`config.mk`:
```
export PLATFORM = sky130hd
export DESIGN_NAME = disk_request_scheduler
export DESIGN_NICKNAME = d
export VERILOG_FILES = /design/src/rtl/core/dsched_pkg.sv /design/src/rtl/core/dsched_cell.sv /design/src/rtl/core/disk_request_scheduler.sv
export SDC_FILE = /design/constraint.sdc
export NUM_CORES = 2
export LEC_CHECK = 0
export ABC_CLOCK_PERIOD_IN_PS = 8700
export BUFFER_PORTS_ARGS = -buffer_cell sky130_fd_sc_hd__buf_2
export CORE_MARGIN = 1
export CORE_UTILIZATION = 35
export DETAILED_ROUTE_END_ITERATION = 8
export PLACE_DENSITY = 0.55
export SLEW_MARGIN = 20
export SYNTH_ARGS = -nofsm -noshare
export SYNTH_HDL_FRONTEND = slang
export SYNTH_SLANG_ARGS = --single-unit
```
`constraint.sdc`:
```
create_clock -name clk -period 8.7 [get_ports clk]
set_input_delay 2.175 -clock clk [delete_from_list [all_inputs] [get_ports clk]]
set_output_delay 2.175 -clock clk [all_outputs]
set_load 0.02 [all_outputs]
```
`src/rtl/core/dsched_pkg.sv`:
```
// Shared types, codes and helpers for the disk request scheduler.
package dsched_pkg;

  localparam int SLOTS_DEF  = 16;
  localparam int SLOT_IDX_W = 8;
  localparam int CYL_W      = 16;
  localparam int TOTAL_W    = 32;
  localparam int TRAVEL_W   = CYL_W + 2;

  localparam logic [CYL_W-1:0] MAX_CYL_RESET = 16'd9999;

  localparam logic [1:0] MODE_FCFS  = 2'd0;
  localparam logic [1:0] MODE_SSTF  = 2'd1;
  localparam logic [1:0] MODE_CSCAN = 2'd2;

  localparam logic [1:0] CFG_MODE  = 2'd0;
  localparam logic [1:0] CFG_START = 2'd1;
  localparam logic [1:0] CFG_MAX   = 2'd2;

  localparam logic KIND_FILL  = 1'b0;
  localparam logic KIND_SERVE = 1'b1;

  typedef struct packed {
    logic             kind;
    logic             has_request;
    logic [CYL_W-1:0] cylinder;
  } in_item_t;

  typedef struct packed {
    logic [CYL_W-1:0]   served_cylinder;
    logic [TOTAL_W-1:0] total_movement;
    logic               none_left;
  } out_item_t;

  // Search token that walks down the row of cells.
  typedef struct packed {
    logic                  vld;
    logic                  a_found;
    logic [SLOT_IDX_W-1:0] a_idx;
    logic [CYL_W-1:0]      a_key;
    logic [CYL_W-1:0]      a_cyl;
    logic                  b_found;
    logic [SLOT_IDX_W-1:0] b_idx;
    logic [CYL_W-1:0]      b_key;
    logic [CYL_W-1:0]      b_cyl;
  } token_t;

  // Settings broadcast to every cell during a search.
  typedef struct packed {
    logic [1:0]            mode;
    logic [CYL_W-1:0]      head;
    logic [SLOT_IDX_W-1:0] fifo_ptr;
  } search_ctl_t;

  // Slot write broadcast to every cell.
  typedef struct packed {
    logic                  en;
    logic [SLOT_IDX_W-1:0] idx;
    logic                  valid;
    logic [CYL_W-1:0]      cyl;
  } slot_wr_t;

  typedef enum logic [1:0] {
    ST_IDLE,
    ST_SCAN,
    ST_FINISH
  } state_t;

  function automatic logic [CYL_W-1:0] abs_diff(input logic [CYL_W-1:0] a,
                                                input logic [CYL_W-1:0] b);
    logic [CYL_W-1:0] d;
    d = (a > b) ? (a - b) : (b - a);
    return d;
  endfunction

endpackage

```
`src/rtl/core/dsched_cell.sv`:
```
// One request slot of the scheduler row with its stage of the search token.
module dsched_cell
  import dsched_pkg::*;
(
  input  logic                  clk,
  input  logic                  rst_n,
  input  logic [SLOT_IDX_W-1:0] cell_idx,
  input  search_ctl_t           ctl,
  input  slot_wr_t              wr,
  input  token_t                tok_i,
  output token_t                tok_o
);

  logic [CYL_W-1:0] slot_cyl_r;
  logic             slot_vld_r;
  logic             tok_vld_r;
  token_t           tok_r;
  token_t           tok_nxt;

  logic             is_sstf;
  logic             is_cscan;
  logic             is_fcfs;
  logic             a_elig;
  logic             b_elig;
  logic [CYL_W-1:0] a_key;
  logic [CYL_W-1:0] b_key;

  always_comb begin
    is_sstf  = (ctl.mode == MODE_SSTF);
    is_cscan = (ctl.mode == MODE_CSCAN);
    is_fcfs  = !is_sstf && !is_cscan;

    // Primary pick: ring order from the pointer, nearest, or nearest at or above the head.
    a_elig = slot_vld_r && (is_fcfs  ? (cell_idx >= ctl.fifo_ptr) :
                            is_cscan ? (slot_cyl_r >= ctl.head) : 1'b1);
    a_key  = is_fcfs ? '0 : abs_diff(slot_cyl_r, ctl.head);

    // Fallback pick: lowest index for FCFS, lowest cylinder for C-SCAN.
    b_elig = slot_vld_r && (is_fcfs || is_cscan);
    b_key  = is_fcfs ? '0 : slot_cyl_r;

    tok_nxt = tok_i;
    if (a_elig && (!tok_i.a_found || (a_key < tok_i.a_key))) begin
      tok_nxt.a_found = 1'b1;
      tok_nxt.a_idx   = cell_idx;
      tok_nxt.a_key   = a_key;
      tok_nxt.a_cyl   = slot_cyl_r;
    end
    if (b_elig && (!tok_i.b_found || (b_key < tok_i.b_key))) begin
      tok_nxt.b_found = 1'b1;
      tok_nxt.b_idx   = cell_idx;
      tok_nxt.b_key   = b_key;
      tok_nxt.b_cyl   = slot_cyl_r;
    end
  end

  always_ff @(posedge clk) begin
    if (!rst_n) begin
      slot_vld_r <= 1'b0;
      tok_vld_r  <= 1'b0;
    end else begin
      tok_vld_r <= tok_nxt.vld;
      if (wr.en && (wr.idx == cell_idx)) begin
        slot_vld_r <= wr.valid;
      end
    end
  end

  always_ff @(posedge clk) begin
    tok_r <= tok_nxt;
    if (wr.en && (wr.idx == cell_idx)) begin
      slot_cyl_r <= wr.valid ? wr.cyl : '0;
    end
  end

  // The valid bit comes from the reset register, the rest from the payload register.
  always_comb begin
    tok_o     = tok_r;
    tok_o.vld = tok_vld_r;
  end

endmodule

```
`src/rtl/core/disk_request_scheduler.sv`:
```
// Top level of the disk request scheduler: control, head state and the cell row.
//
//   Channel  Ports                                  Direction  Moves
//   in       in_valid, in_ready, in_data            to block   fill or serve item
//   out      out_valid, out_ready, out_data         from block one result per serve item
//   cfg      cfg_we, cfg_index, cfg_wdata           to block   register write, no wait
//
// A fill item is taken and writes the next slot until all slots are filled. A
// serve item first sends the search token SLOTS hops along the row of cells,
// one cell per cycle with the first in the accept cycle; then it picks and
// prices the move, and then it updates the state and loads the output register.
// The result and in_ready both come up in the cycle after that update. The
// finishing cycle waits while an earlier result has not been taken. Reset
// is synchronous and clears all slot valid bits, the pointers and the total.
module disk_request_scheduler
  import dsched_pkg::*;
#(
  parameter int SLOTS = SLOTS_DEF
) (
  input  logic       clk,
  input  logic       rst_n,
  input  logic       in_valid,
  output logic       in_ready,
  input  in_item_t   in_data,
  output logic       out_valid,
  input  logic       out_ready,
  output out_item_t  out_data,
  input  logic       cfg_we,
  input  logic [1:0] cfg_index,
  input  logic [CYL_W-1:0] cfg_wdata
);

  localparam int IDXW = (SLOTS > 1) ? $clog2(SLOTS) : 1;
  localparam int CNTW = $clog2(SLOTS + 1);

  // Configuration registers.
  logic [1:0]       mode_r;
  logic [CYL_W-1:0] max_cyl_r;

  // Scheduler state.
  state_t             state_r, state_nxt;
  logic [CYL_W-1:0]   head_r;
  logic [TOTAL_W-1:0] total_r;
  logic [IDXW-1:0]    fifo_ptr_r;
  logic [CNTW-1:0]    fill_ptr_r;
  in_item_t           req_r;

  // Pick registered at the end of the search.
  logic                sel_found_r, sel_found_nxt;
  logic [IDXW-1:0]     sel_idx_r, sel_idx_nxt;
  logic [CYL_W-1:0]    sel_cyl_r, sel_cyl_nxt;
  logic [TRAVEL_W-1:0] travel_r, travel_nxt;

  logic      out_valid_r;
  out_item_t out_data_r;

  token_t      tok_chain [SLOTS+1];
  search_ctl_t ctl;
  slot_wr_t    wr;

  logic                in_acc;
  logic                fill_acc;
  logic                serve_acc;
  logic                out_free;
  logic                finish_go;
  logic                is_sstf;
  logic                is_cscan;
  logic [CYL_W-1:0]    wrap_up;
  logic [TOTAL_W:0]    total_sum;
  logic [TOTAL_W-1:0]  total_sat;
  logic [IDXW-1:0]     fifo_next;
  token_t              tok_last;

  assign in_ready  = (state_r == ST_IDLE);
  assign in_acc    = in_valid && in_ready;
  assign fill_acc  = in_acc && (in_data.kind == KIND_FILL);
  assign serve_acc = in_acc && (in_data.kind == KIND_SERVE);
  assign out_free  = !out_valid_r || out_ready;
  assign finish_go = (state_r == ST_FINISH) && out_free;
  assign tok_last  = tok_chain[SLOTS];

  assign is_sstf  = (mode_r == MODE_SSTF);
  assign is_cscan = (mode_r == MODE_CSCAN);

  // The search token enters the first cell in the cycle a serve item is taken.
  always_comb begin
    tok_chain[0]     = '0;
    tok_chain[0].vld = serve_acc;
  end

  assign ctl.mode     = mode_r;
  assign ctl.head     = head_r;
  assign ctl.fifo_ptr = SLOT_IDX_W'(fifo_ptr_r);

  // Slot writes come from a fill item or from the replacement at the end of a serve.
  always_comb begin
    wr = '0;
    if (fill_acc && (fill_ptr_r < CNTW'(SLOTS))) begin
      wr.en    = 1'b1;
      wr.idx   = SLOT_IDX_W'(fill_ptr_r);
      wr.valid = in_data.has_request;
      wr.cyl   = in_data.cylinder;
    end else if (finish_go && sel_found_r) begin
      wr.en    = 1'b1;
      wr.idx   = SLOT_IDX_W'(sel_idx_r);
      wr.valid = req_r.has_request;
      wr.cyl   = req_r.cylinder;
    end
  end

  for (genvar g = 0; g < SLOTS; g++) begin : g_cell
    dsched_cell u_cell (
      .clk      (clk),
      .rst_n    (rst_n),
      .cell_idx (SLOT_IDX_W'(g)),
      .ctl      (ctl),
      .wr       (wr),
      .tok_i    (tok_chain[g]),
      .tok_o    (tok_chain[g+1])
    );
  end

  // Turn the finished token into a pick and the head travel it costs. When
  // circular scan finds nothing at or above the head, the head sweeps up to
  // the last cylinder, returns to zero and then moves up to the lowest request.
  always_comb begin
    wrap_up = (max_cyl_r > head_r) ? (max_cyl_r - head_r) : '0;
    if (is_sstf) begin
      sel_found_nxt = tok_last.a_found;
      sel_idx_nxt   = tok_last.a_idx[IDXW-1:0];
      sel_cyl_nxt   = tok_last.a_cyl;
      travel_nxt    = TRAVEL_W'(abs_diff(tok_last.a_cyl, head_r));
    end else if (is_cscan && !tok_last.a_found) begin
      sel_found_nxt = tok_last.b_found;
      sel_idx_nxt   = tok_last.b_idx[IDXW-1:0];
      sel_cyl_nxt   = tok_last.b_cyl;
      travel_nxt    = TRAVEL_W'(wrap_up) + TRAVEL_W'(max_cyl_r) +
                      TRAVEL_W'(tok_last.b_cyl);
    end else begin
      // First come first served, or circular scan with a request at or above the head.
      sel_found_nxt = tok_last.a_found || tok_last.b_found;
      sel_idx_nxt   = tok_last.a_found ? tok_last.a_idx[IDXW-1:0]
                                       : tok_last.b_idx[IDXW-1:0];
      sel_cyl_nxt   = tok_last.a_found ? tok_last.a_cyl : tok_last.b_cyl;
      travel_nxt    = TRAVEL_W'(abs_diff(sel_cyl_nxt, head_r));
    end
  end

  // The running total saturates instead of wrapping.
  always_comb begin
    total_sum = {1'b0, total_r} + (TOTAL_W+1)'(travel_r);
    total_sat = total_sum[TOTAL_W] ? '1 : total_sum[TOTAL_W-1:0];
    fifo_next = (sel_idx_r == IDXW'(SLOTS - 1)) ? '0 : (sel_idx_r + 1'b1);
  end

  always_comb begin
    state_nxt = state_r;
    case (state_r)
      ST_IDLE: begin
        if (serve_acc) begin
          state_nxt = ST_SCAN;
        end
      end
      ST_SCAN: begin
        if (tok_last.vld) begin
          state_nxt = ST_FINISH;
        end
      end
      ST_FINISH: begin
        if (out_free) begin
          state_nxt = ST_IDLE;
        end
      end
      default: begin
        state_nxt = ST_IDLE;
      end
    endcase
  end

  always_ff @(posedge clk) begin
    if (!rst_n) begin
      state_r     <= ST_IDLE;
      mode_r      <= MODE_FCFS;
      max_cyl_r   <= MAX_CYL_RESET;
      head_r      <= '0;
      total_r     <= '0;
      fifo_ptr_r  <= '0;
      fill_ptr_r  <= '0;
      out_valid_r <= 1'b0;
    end else begin
      state_r <= state_nxt;

      if (cfg_we) begin
        case (cfg_index)
          CFG_MODE:  mode_r    <= cfg_wdata[1:0];
          CFG_START: head_r    <= cfg_wdata;
          CFG_MAX:   max_cyl_r <= cfg_wdata;
          default: begin
          end
        endcase
      end

      if (fill_acc && (fill_ptr_r < CNTW'(SLOTS))) begin
        fill_ptr_r <= fill_ptr_r + 1'b1;
      end

      if (finish_go) begin
        out_valid_r <= 1'b1;
      end else if (out_ready) begin
        out_valid_r <= 1'b0;
      end

      if (finish_go && sel_found_r) begin
        head_r  <= sel_cyl_r;
        total_r <= total_sat;
        if (!is_sstf && !is_cscan) begin
          fifo_ptr_r <= fifo_next;
        end
      end
    end
  end

  // Payload registers need no reset.
  always_ff @(posedge clk) begin
    if (serve_acc) begin
      req_r <= in_data;
    end
    if ((state_r == ST_SCAN) && tok_last.vld) begin
      sel_found_r <= sel_found_nxt;
      sel_idx_r   <= sel_idx_nxt;
      sel_cyl_r   <= sel_cyl_nxt;
      travel_r    <= travel_nxt;
    end
    if (finish_go) begin
      out_data_r.served_cylinder <= sel_found_r ? sel_cyl_r : '0;
      out_data_r.total_movement  <= sel_found_r ? total_sat : total_r;
      out_data_r.none_left       <= !sel_found_r;
    end
  end

  assign out_valid = out_valid_r;
  assign out_data  = out_data_r;

endmodule
```
* Yosys cells after proc, flatten, opt, wreduce, memory -nomap -nowiden
Index checks and enable logic that the tools add are counted. W data, S select, Z words.
Storage, ports and cells: logic and storage cells 654, bits in read-only memories 0, flip-flop bits (word level) 1623, memories kept 0, input bits 41, bits in latches 0, RAM bits 0
Cells by class: equal/unequal tests 25, order comparisons 82, bitwise operators 4, shift operators 0, muxes and demuxes 140, div/mod/pow operators 0, add/sub/neg operators 42, reductions and logical operators 169, $mul 0
Operator list (number):
- $mux W16 | 62
- $mux W32 | 30
- $sub A16 B16 Y16 | 37
- $lt A16 B16 Y1 | 30
- $gt A16 B16 Y1 | 19
- $ge A16 B16 Y1 | 16
- $logic_and A1 B1 Y1 | 87
- $mux W41 | 2
- $eq A8 B4 Y1 const B | 8
- $mux W26 | 2
- $mux W1 | 36
- $logic_not A1 Y1 | 35
- $add A32 B18 Y33 | 1
- $logic_or A1 B1 Y1 | 33
- $eq A8 B3 Y1 const B | 4
- $ge A4 B4 Y1 const A | 8
- $add A17 B16 Y18 | 1
- $add A16 B16 Y17 | 1
- $eq A8 B2 Y1 const B | 2
- $ge A3 B4 Y1 const A | 4
- $mux W4 | 4
- $eq A8 B1 Y1 const B | 1
- $ge A1 B4 Y1 const A | 2
- $ge A2 B4 Y1 const A | 2
- 17 further kinds | 35

* Depth between registers and ports, before layout
depth after elaboration 8, gate-level depth with buffers 25, depth with buffers taken out 23

* Modules after synthesis
Synthesis repeated with hierarchy kept, for this count alone.
Unflattened totals: cell total of the unflattened synthesis 12124, area, all modules 112948.3 um^2
By module, submodules not included:
- dsched_cell (g_cell[13].u_cell ...) | sequential area each 2162.1 um^2, cells an instance 660, area an instance 6122.1 um^2, instances 5
- dsched_cell (g_cell[0].u_cell ...) | sequential area each 2162.1 um^2, cells an instance 705, area an instance 6348.6 um^2, instances 3
- dsched_cell (g_cell[4].u_cell ...) | sequential area each 2162.1 um^2, cells an instance 617, area an instance 6094.6 um^2, instances 3
- disk_request_scheduler | sequential area each 4714.5 um^2, cells an instance 1442, area an instance 13254.0 um^2, instances 1
- dsched_cell (g_cell[3].u_cell) | sequential area each 2162.1 um^2, cells an instance 862, area an instance 7166.9 um^2, instances 1
- dsched_cell (g_cell[9].u_cell) | sequential area each 2162.1 um^2, cells an instance 652, area an instance 6195.9 um^2, instances 1
- dsched_cell (g_cell[6].u_cell) | sequential area each 2162.1 um^2, cells an instance 653, area an instance 6158.4 um^2, instances 1
- dsched_cell (g_cell[12].u_cell) | sequential area each 2162.1 um^2, cells an instance 636, area an instance 6133.4 um^2, instances 1
- dsched_cell (g_cell[7].u_cell) | sequential area each 2162.1 um^2, cells an instance 613, area an instance 6099.6 um^2, instances 1

* Worst setup path after synthesis
Ideal clock, no wire load.
path type register to register, from register head_r[1], to register travel_r[15], data pin, required time 8.520 ns, cell stages (with the launch flop) 21, setup time 0.180 ns, buffers on the path 2, setup slack 1.354 ns, data arrival time 7.166 ns, cell sequence dfxtp_1 > inv_1 > ha_1 > nand4_1 > nor4_1 > a311o_1 > clkbuf_1 > clkbuf_1 > nor2_1 > fa_1 > ha_1 > fa_1 > a21o_1 > a21oi_1 > o21ai_0 > a31oi_1 > o21ai_0 > a21o_1 > a21oi_1 > xor2_1 > a221oi_1
Between the ends: longest elaborated chain between the ends 6
Ends and longest elaborated chain:
- from (decl) | RTL line disk_request_scheduler.sv:42 | logic [CYL_W-1:0] head_r;
- from (signal assigned) | RTL line disk_request_scheduler.sv:196 | CFG_START: head_r <= cfg_wdata;
- from (signal assigned) | RTL line disk_request_scheduler.sv:214 | head_r <= sel_cyl_r;
- $sub A16 B16 Y16 or $gt A16 B16 Y1 (tied branches) | RTL line disk_request_scheduler.sv:127 | wrap_up = (max_cyl_r > head_r) ? (max_cyl_r - head_r) : '0;
- $mux W16 | RTL line disk_request_scheduler.sv:127
- $add A16 B16 Y17 | RTL line disk_request_scheduler.sv:137 | travel_nxt = TRAVEL_W'(wrap_up) + TRAVEL_W'(max_cyl_r) +
- $add A17 B16 Y18 | RTL line disk_request_scheduler.sv:137
- $mux W16 | RTL line disk_request_scheduler.sv:133 | end else if (is_cscan && !tok_last.a_found) begin
- $mux W16 (*) | RTL line disk_request_scheduler.sv:128 | if (is_sstf) begin
- via travel_nxt[15] | RTL line disk_request_scheduler.sv:52 | logic [TRAVEL_W-1:0] travel_r, travel_nxt;
- to (signal assigned) | RTL line disk_request_scheduler.sv:232 | travel_r <= travel_nxt;
- to (decl) | RTL line disk_request_scheduler.sv:52
Mark *: on every way through the listed nets, which the timed path passes. The rest lies on a longest branch. A chain may end at the register's enable or synchronous reset.

==> impl_metrics.env <==
export IMPL_status="finished clean"
export IMPL_h_tree_depth=4
export IMPL_cts_root_buf="clkbuf_16"
export IMPL_clk_latency_ns=0.86
export IMPL_clkTransAtPathRegs_ns=0.07
export IMPL_utilization=0.395
export IMPL_drt_total_wl_um=357000
export IMPL_synth_edf_count=361
export IMPL_start_util=0.353
export IMPL_grt_start_max_net_pins=128
export IMPL_maxCapViolCount=0
export IMPL_synth_cells=9870
export IMPL_dieWidth_um=520
export IMPL_place_gp_congestion=0.944
export IMPL_arrival_ns=7.91
export IMPL_holdCritPathClass="flip-flop to flip-flop"
export IMPL_hold_violations=0
export IMPL_drv_slew=0
export IMPL_row_count=189
export IMPL_dieArea_um2=271000
export IMPL_grt_pass1_vias=73600
export IMPL_syn_avg_cell_area_um2=9.53
export IMPL_p_int_uw=13500
export IMPL_ioPinCount=92
export IMPL_final_cell_mix="dfxtp_1 (1217), ha_1 (1060), inv_1 (881)"
export IMPL_power_frac_seq=0.421
export IMPL_syn_nets=11000
export IMPL_viasPerCell=5.49
export IMPL_post_cts_setup_buffer_count=0
export IMPL_drc_errors=0
export IMPL_skew_ns=0.0358
export IMPL_comb_power_share=0.143
export IMPL_endpoint_kind="flip-flop"
export IMPL_synth_area_um2=94000
export IMPL_drt_pre_antenna_iters=6
export IMPL_cts_buffers_inserted=183
export IMPL_yosys_top_cells_area="dfxtp_1 (26%), ha_1 (14%), edfxtp_1 (12%)"
export IMPL_slowest_stage="clkinv_2"
export IMPL_drive_gt1_frac=0.153
export IMPL_finalSetupViolCount=0
export IMPL_rsz0062_at_grt="no"
export IMPL_ys_ff_latch=1593
export IMPL_synth_area_leader_cell="dfxtp_1"
export IMPL_whs_ns=0.406
export IMPL_ys_warnings_count=0
export IMPL_p_per_area_nw_per_um2=179
export IMPL_synth_cell_types=109
export IMPL_dp_cells=13200
export IMPL_crit_required_ns=9.43
export IMPL_cts_resized=0
export IMPL_routedWlPerCell_um=26.3
export IMPL_irDropWorstVdd_uv=176
export IMPL_critPathLaunchType="flip-flop"
export IMPL_crit_path_frequent_cell="buf_4"
export IMPL_final_common_cell="dfxtp_1"
export IMPL_dp_hpwl_um=273000
export IMPL_core_area_um2=266000
export IMPL_cts_hold_buf=0
export IMPL_fin_setup_tns_ns=0
export IMPL_slew_headroom=0.237
export IMPL_cts_sinks=1593
export IMPL_path_buf_inv=4
export IMPL_crit_chain="clkinv_2, buf_4, fa_1, a21oi_1, o22ai_1, o21ai_1, o211ai_2, and2_1, buf_4, mux2_1, a311oi_1, mux2_2, ha_1, nand4_1, or4_1, nand3_1, buf_4, mux2_2"
export IMPL_cp_slowest_stage_delay_ns=0.64
export IMPL_final_nets=11000
export IMPL_p_sw_frac=0.279
export IMPL_pwr_share_clk=0.436
export IMPL_period_share=0.824
export IMPL_synth_top_area_frac=0.262
export IMPL_synthFlopType="dfxtp_1"
export IMPL_tightest_slew_ns=1.15
export IMPL_clockBufferDepth=3
export IMPL_antenna_left=0
export IMPL_drtIter0Drc=6702
export IMPL_die_h_um=520
export IMPL_antenna_found_initial=40
export IMPL_p_switching_uw=5230
export IMPL_num_vias=74600
export IMPL_period_needed_ns=7.17
export IMPL_total_leakage_power_uw=0.0451
export IMPL_grt_usage=0.257
export IMPL_io_buffers=91
export IMPL_overflow=0
export IMPL_max_freq_mhz=139
export IMPL_grt_first_pass_wirelength_um=513000
export IMPL_yosysSeqAreaShare=0.378
export IMPL_final_cells=13600
export IMPL_path_max_fanout=19
export IMPL_areaGrowthSynthToFinish_pct=11.7
export IMPL_critPathTopFamily="buffers and inverters"
export IMPL_ys_async_sr_fraction=0
export IMPL_path_class="flip-flop to flip-flop"
export IMPL_tritoncts="built"
-- sequential cells by signal (all words and copies together) (netlist names) --
| name | count |
|---|---|
| g_cell.u_cell.tok_o | 1122 |
| g_cell.u_cell.slot_cyl_r | 256 |
| out_data | 49 |
| total_r | 32 |
| travel_r | 18 |
| req_r | 17 |
| g_cell.u_cell.slot_vld_r | 16 |
| g_cell.u_cell.tok_vld_r | 16 |
| head_r | 16 |
| max_cyl_r | 16 |
| sel_cyl_r | 16 |
| fill_ptr_r | 5 |
| fifo_ptr_r | 4 |
| sel_idx_r | 4 |
| mode_r | 2 |
| state_r | 2 |
| out_valid | 1 |
| sel_found_r | 1 |
-- layout make-up --
class,count,area (um^2)
Multi-Input combinational cell,6947,53600
Tap cell,3533,4420
Inverter,899,3380
Antenna cell,23,57.6
Fill cell,26500,161000
Clock buffer,245,5150
Sequential cell,1593,35500
Clock inverter,103,1290
Timing Repair Buffer,245,1690
-- metal layers --
metal  track usage  wire, um
met5             0        13
met4         0.110     15300
met1         0.347    160000
met2         0.411    161000
met3        0.0344     21500
-- worst paths after layout --
path / cells past startpoint / slack [ns] / startpoint / end
worst min-delay path: 1 / 0.41 / g_cell[14].u_cell.tok_o[32] / g_cell[15].u_cell.tok_o[32]
worst min register to register: 1 / 0.41 / g_cell[14].u_cell.tok_o[32] / g_cell[15].u_cell.tok_o[32]
worst max register to register: 18 / 1.53 / head_r[1] / g_cell[3].u_cell.tok_o[55]
worst max-delay path: 18 / 1.53 / head_r[1] / g_cell[3].u_cell.tok_o[55]
-- power by group through the flow --
stage / Sequential [uW] / Combinational, uW / Clock, uW
floorplan: 7970 / 1840 / 0
global placement: 8050 / 2630 / 0
detailed placement: 8050 / 2630 / 0
CTS: 7890 / 2650 / 8330
global route: 7900 / 2910 / 8650
finish: 7890 / 2680 / 8180
-- cell usage after synthesis (120+ instances only) --
master / instances
xnor2_1: 166
mux2i_1: 189
a211oi_1: 123
nor2_1: 815
mux2_2: 779
dfxtp_1: 1232
edfxtp_1: 361
ha_1: 1061
o21ai_0: 505
a21o_1: 301
inv_1: 898
nand2_1: 528
and2_1: 120
clkbuf_1: 243
a21oi_1: 626
nand3_1: 121
buf_2: 130
nor2b_1: 148
nand4_1: 121
-- worst register-to-register path: cells and delay by family (launching register included) --
| family | cells | cell delay (ns) |
|---|---|---|
| buffers and inverters | 4 | 1.81 |
| flip-flops | 1 | 0.49 |
| adder cells (fa/ha/maj) | 2 | 0.81 |
| AND/OR/NAND/NOR | 4 | 1.59 |
| AO/OA/AOI/OAI | 5 | 1.23 |
| multiplexers | 3 | 1.14 |
-- metrics by stage --
step	total power, uW	worst slack [ns]	instance area, um^2
2_1_floorplan	9800	1.35	94000
3_3_place_gp	10700	1.60	98600
3_5_place_dp	10700	1.48	98600
4_1_cts	18900	1.47	105000
5_1_grt	19500	1.24	105000
6_report	18800	1.53	105000
-- cells by family (layout without fill, tap and decap cells) --
| kind of cell | count (synthesis) | count (layout) | synth area share |
|---|---|---|---|
| compound gates | 2284 | 2284 | 0.158 |
| xor+xnor | 256 | 256 | 0.0238 |
| fa+ha+maj | 1116 | 1116 | 0.153 |
| buf+inv | 1330 | 1492 | 0.0560 |
| flops | 1593 | 1593 | 0.378 |
| mux | 976 | 976 | 0.114 |
| other cells | 0 | 23 | 0 |
| simple gates | 2315 | 2315 | 0.117 |
No activity file was read; power rests on OpenSTA's default activity.
